**config.mk**
```make
export PLATFORM = sky130hd
export DESIGN_NAME = heightmap_box_downsample_4x4
export DESIGN_NICKNAME = d
export VERILOG_FILES = /design/src/rtl/hbd_pkg.sv /design/src/rtl/heightmap_box_downsample_4x4.sv
export SDC_FILE = /design/constraint.sdc
export NUM_CORES = 1
export LEC_CHECK = 0
export BUFFER_PORTS_ARGS = -buffer_cell sky130_fd_sc_hd__clkbuf_2
export CORE_MARGIN = 2
export CORE_UTILIZATION = 45
export DETAILED_ROUTE_END_ITERATION = 10
export GPL_ROUTABILITY_DRIVEN = 1
export RECOVER_POWER = 25
export SKIP_LAST_GASP = 1
export SLEW_MARGIN = 20
export SYNTH_ARGS = -nofsm -noshare
export SYNTH_HDL_FRONTEND = slang
export SYNTH_SLANG_ARGS = --single-unit
```
**constraint.sdc**
```tcl
create_clock -name i_clk -period 5.1 [get_ports i_clk]
set_clock_uncertainty 0.05 [all_clocks]
set_input_delay 0.765 -clock i_clk [delete_from_list [all_inputs] [get_ports i_clk]]
set_output_delay 0.765 -clock i_clk [all_outputs]
set_load 0.01 [all_outputs]
```
**src/rtl/hbd_pkg.sv**
```systemverilog
`default_nettype none

package hbd_pkg;

    localparam int SIDE       = 64;
    localparam int OUT_SIDE   = 16;
    localparam int USED_SIDE  = (OUT_SIDE < SIDE / 4) ? OUT_SIDE : SIDE / 4;
    localparam int COVERED    = 4 * USED_SIDE;

    localparam int HEIGHT_W   = 16;
    localparam int SUM_W      = 20;
    localparam int POS_W      = $clog2(SIDE);
    localparam int BLK_W      = POS_W - 2;
    localparam int IDX_W      = (USED_SIDE > 1) ? $clog2(USED_SIDE) : 1;

    typedef logic [POS_W-1:0]           t_pos;
    typedef logic signed [SUM_W-1:0]    t_sum;
    typedef logic signed [HEIGHT_W-1:0] t_height;

    typedef struct packed {
        t_height          sample;
        logic [IDX_W-1:0] idx;
        logic             first;
        logic             done;
        logic             last;
    } t_stage;

endpackage

`default_nettype wire

```
**src/rtl/heightmap_box_downsample_4x4.sv**
```systemverilog
// Path: an accepted input item is registered in the accumulate stage, and the block result it
// finishes is registered in the output register.
// Throughput: one input item per cycle; the input stalls only while the accumulate stage
// holds a block-finishing item and the output holds a result that is not taken.
// Reset: synchronous, active low; clears positions and valid flags, partial sums are not cleared.
`default_nettype none

module heightmap_box_downsample_4x4
    import hbd_pkg::*;
(
    input  wire logic                i_clk,
    input  wire logic                i_rst_n,
    input  wire logic                i_s_tvalid,
    output logic                     o_s_tready,
    input  wire logic [HEIGHT_W-1:0] i_s_tdata,  // [15:0] height
    input  wire logic [0:0]          i_s_tuser,  // [0] start_of_map
    output logic                     o_m_tvalid,
    input  wire logic                i_m_tready,
    output logic [HEIGHT_W-1:0]      o_m_tdata,  // [15:0] average
    output logic                     o_m_tlast   // last_of_map
);

    localparam t_pos       POS_LAST  = t_pos'(SIDE - 1);
    localparam logic [POS_W:0] COVER_LIM = (POS_W + 1)'(COVERED);
    localparam logic [BLK_W-1:0] BLK_LAST = BLK_W'(USED_SIDE - 1);

    t_pos   r_col, r_row;
    t_pos   cur_col, cur_row;
    t_stage r_stage, n_stage;
    logic   r_stage_valid;
    logic   r_out_valid;
    logic [HEIGHT_W-1:0] r_out_data;
    logic   r_out_last;
    t_sum   sums [USED_SIDE];
    t_sum   n_sum;
    logic   s_accept, out_free, stage_move, covered;

    assign s_accept   = i_s_tvalid && o_s_tready;
    assign out_free   = !r_out_valid || i_m_tready;
    assign stage_move = !r_stage_valid || !r_stage.done || out_free;
    assign o_s_tready = stage_move;

    assign cur_col = i_s_tuser[0] ? '0 : r_col;
    assign cur_row = i_s_tuser[0] ? '0 : r_row;
    assign covered = ({1'b0, cur_col} < COVER_LIM) && ({1'b0, cur_row} < COVER_LIM);

    always_comb begin
        n_stage.sample = t_height'(i_s_tdata);
        n_stage.idx    = IDX_W'(cur_col[POS_W-1:2]);
        n_stage.first  = (cur_col[1:0] == 2'd0) && (cur_row[1:0] == 2'd0);
        n_stage.done   = (cur_col[1:0] == 2'd3) && (cur_row[1:0] == 2'd3);
        n_stage.last   = (cur_col[POS_W-1:2] == BLK_LAST) && (cur_row[POS_W-1:2] == BLK_LAST);
    end

    always_comb begin
        if (r_stage.first) begin
            n_sum = t_sum'(r_stage.sample);
        end else begin
            n_sum = sums[r_stage.idx] + t_sum'(r_stage.sample);
        end
    end

    always_ff @(posedge i_clk) begin
        if (!i_rst_n) begin
            r_col         <= '0;
            r_row         <= '0;
            r_stage_valid <= 1'b0;
            r_out_valid   <= 1'b0;
        end else begin
            if (s_accept) begin
                if (cur_col == POS_LAST) begin
                    r_col <= '0;
                    r_row <= (cur_row == POS_LAST) ? '0 : cur_row + t_pos'(1);
                end else begin
                    r_col <= cur_col + t_pos'(1);
                    r_row <= cur_row;
                end
            end
            if (stage_move) begin
                r_stage_valid <= s_accept && covered;
            end
            if (out_free) begin
                r_out_valid <= r_stage_valid && r_stage.done;
            end
        end
    end

    always_ff @(posedge i_clk) begin
        if (stage_move && s_accept) begin
            r_stage <= n_stage;
        end
        if (r_stage_valid && stage_move) begin
            sums[r_stage.idx] <= n_sum;
        end
        if (out_free && r_stage_valid && r_stage.done) begin
            r_out_data <= n_sum[SUM_W-1:SUM_W-HEIGHT_W];
            r_out_last <= r_stage.last;
        end
    end

    assign o_m_tvalid = r_out_valid;
    assign o_m_tdata  = r_out_data;
    assign o_m_tlast  = r_out_last;

endmodule

`default_nettype wire

```
==> flow_summary.yaml <==
yosys:
  synth_area_um2: 15500
  synth_nets: 853
  synth-warning-count: 0
  synth_edf_count: 360
  synth.avg_cell_area_um2: 19.2
  ys_types: 55
  synthArstFlopShare_pct: 0
  yosys_register_bits: 378
  ys_seq_area_share_pct: 72.1
  synthCells: 808
  synth_ff_type: "edfxtp_1"
setup_path:
  r2r_cells: 11
  r2r-end: "sums[7][14]$_DFFE_PP_"
  crit_fanout: 23
  path_cells: "buf_12 -> mux4_2 -> mux4_2 -> ha_1 -> o21a_1 -> o31a_1 -> o31a_1 -> or2_4 -> a311oi_4 -> xor2_1 -> o21ai_1"
  cp_slowest_cell: "o21ai_1"
  worstSetupPathType: "flip-flop to flip-flop"
  critPathMaxStageDelay_ns: 0.82
  cpLargestDelayFamily: "compound AO/OA/AOI/OAI gates"
  cp.required_ns: 5.22
  cp.depth: 11
  startpoint_type: "flip-flop"
  rrSetupSlack_ns: 0.36
  cp.arrival_ns: 4.86
  end_kind: "flip-flop"
  crit_buf_inv: 1
hold_path:
  whs_endpoint: "r_stage[19]$_DFFE_PP_"
  min_path_type: "primary input to flip-flop"
  hold_depth: 1
  hp-start: "i_s_tdata[12]"
job:
  cap_violations: 1
global_routing:
  grt_max_degree: 38
  gr-total-overflow: 0
  grt_pass1_vias: 8227
  track_usage_pct: 20.2
  antenna_found_initial: 0
  grt_pass1_wl_um: 52600
floorplan:
  start_util_pct: 45.9
  pin_count: 40
  num_rows: 67
  coreArea_um2: 33700
  dieArea_um2: 35900
  die_h_um: 189
  die_w_um: 189
sta:
  fmax_mhz: 211
  finalSetupTns_ns: 0
  tightest_slew_ns: 1.70
  rsz0062_at_grt: "no"
  min_period_over_period_pct: 92.9
  relSlewSlack_pct: -13.2
  setup_ws_ns: 0.364
  period_needed_ns: 4.74
  fin_hold_ws_ns: 0.353
  finalHoldViolCount: 0
  setup_viol: 0
  slew_violations: 17
clocking:
  clock-root-buffer: "clkbuf_16"
  clkLatencyLatePin_ns: 0.53
  htree_levels: 2
  cts_buffers: 40
  clk_pin_slew_worst_paths_ns: 0.06
  cts_sinks: 378
  ctsHoldBuffers: 0
  clk_path_buf_depth: 3
  cts_tree: "built"
layout:
  diodes: 0
  nNetsFinal: 946
  drive_gt1_share_pct: 24.9
  area.growth.synth_to_final_pct: 14.5
  final_common_cell: "edfxtp_1"
  final_cell_mix: "360 x edfxtp_1, 99 x mux4_2, 41 x clkbuf_16"
  final_util_pct: 52.6
status:
  outcome: "complete, but fails checks"
  violations: "capacitance limit, slew limit"
detailed_routing:
  wl_um: 35300
  vias: 8011
  final_antenna_net_count: 0
  remaining_drc_errors: 0
  routedWlPerCell_um: 25.6
  drtIter0Drc: 793
  drtPass1Iterations: 6
  viasPerCell: 5.81
power_and_ir_drop:
  leakagePower_nw: 5.70
  power_density_nw_per_um2: 382
  ir_drop_uv: 273
placement:
  hpwl_um: 21600
  place.gp.congestion: 0.900
  port_buffers: 39
  post-place-ws_ns: 0.251
[final cells by class]
| class | instances | area, µm² |
|---|---|---|
| multi-input cells | 383 | 4120 |
| clock buffers | 48 | 1050 |
| fillers | 2698 | 16000 |
| clock inverters | 25 | 240 |
| flip-flops and latches | 378 | 11200 |
| inverters | 13 | 48.8 |
| well taps | 448 | 561 |
| repair buffers | 85 | 527 |
[layer usage]
| metal | up-vias | global-route usage, % | wire (µm) |
|---|---|---|---|
| met3 | 53 | 3.15 | 1970 |
| met5 | - | 0 | 0 |
| met4 | 0 | 5.34 | 771 |
| li1 | 3511 | - | - |
| met1 | 4179 | 28.4 | 15200 |
| met2 | 268 | 33.2 | 17300 |
[worst register-to-register path: stages (launching register included)]
cell and delay, ns:
dfxtp_4 0.52, buf_12 0.27, mux4_2 0.54, mux4_2 0.50, ha_1 0.34, o21a_1 0.20
o31a_1 0.14, o31a_1 0.28, or2_4 0.26, a311oi_4 0.33, xor2_1 0.11, o21ai_1 0.82
[report_power, final]
part	internal, mW	leakage, nW	switching (mW)	total [mW]
registers	3.48	3.42	0.0264	3.51
logic	0.174	1.65	0.264	0.438
clock network	1.68	0.628	1.15	2.83
total	5.34	5.70	1.44	6.78
[registers in the layout, indices dropped and copies added (netlist names), named ones only]
| signal | cells |
|---|---|
| o_m_tdata | 16 |
| o_m_tlast | 1 |
| o_m_tvalid | 1 |
| r_col | 6 |
| r_row | 6 |
| r_stage | 23 |
| r_stage_valid | 1 |
| sums | 320 |
[timing repair]
item / CTS / global route
setup endpoints to repair: 0 / 34
buffers inserted: 0 / 0
resized for setup: 0 / 2
[cells by family after synthesis]
| family | after synthesis | synth area share (%) |
|---|---|---|
| AO/OA/AOI/OAI | 100 | 4.13 |
| AND/OR/NAND/NOR | 140 | 4.65 |
| adder cells (fa/ha/maj) | 24 | 1.99 |
| flip-flops | 378 | 72.1 |
| multiplexers | 106 | 15.0 |
| buffers and inverters | 47 | 1.37 |
| XOR/XNOR | 13 | 0.735 |
[cells in the mapped netlist, types with 3 or more instances]
master / instances / area share (%)
nand3_1: 12 / 0.39
o21a_1: 3 / 0.15
a21o_1: 5 / 0.24
and4_1: 3 / 0.17
nor3b_1: 4 / 0.19
dfxtp_1: 18 / 2.3
a21oi_1: 17 / 0.55
a21boi_1: 3 / 0.15
nand2b_1: 7 / 0.28
a22oi_1: 5 / 0.24
a31oi_1: 5 / 0.20
o211ai_1: 3 / 0.15
xor2_1: 7 / 0.40
o21ai_1: 6 / 0.19
nor2_1: 29 / 0.70
nor4_1: 3 / 0.12
clkbuf_1: 16 / 0.39
a21boi_0: 6 / 0.29
nor3_1: 8 / 0.26
nand4_1: 5 / 0.20
xnor2_1: 6 / 0.34
edfxtp_1: 360 / 70
mux4_2: 99 / 14
mux2i_1: 3 / 0.19
o21ai_0: 30 / 0.97
a211oi_1: 4 / 0.19
mux2_2: 3 / 0.22
nor2b_1: 14 / 0.57
ha_1: 23 / 1.9
and3_1: 3 / 0.12
nand2_1: 39 / 0.95
o21bai_1: 3 / 0.15
or4_1: 3 / 0.15
buf_2: 14 / 0.45
inv_1: 12 / 0.29
[how the worst max path moves through the flow]
stage,start,slack [ns],end
floorplan,flip-flop,0.49,o_m_tdata[4]$_DFFE_PP_
global placement,flip-flop,0.45,sums[0][19]$_DFFE_PP_
detailed placement,flip-flop,0.25,sums[4][19]$_DFFE_PP_
CTS,flip-flop,0.21,sums[12][19]$_DFFE_PP_
global route,flip-flop,0.14,sums[15][14]$_DFFE_PP_
finish,flip-flop,0.36,sums[7][14]$_DFFE_PP_
[per-stage QoR]
| step | power [mW] | instance area [µm²] | std cells |
|---|---|---|---|
| finish | 6.78 | 17700 | 1380 |
| detailed placement | 4.01 | 16500 | 1306 |
| CTS | 6.82 | 17800 | 1379 |
| global route | 7.01 | 17700 | 1380 |
| floorplan | 3.86 | 15500 | 808 |
| global placement | 3.99 | 16500 | 1306 |
Power figures use the tool's default switching activity.
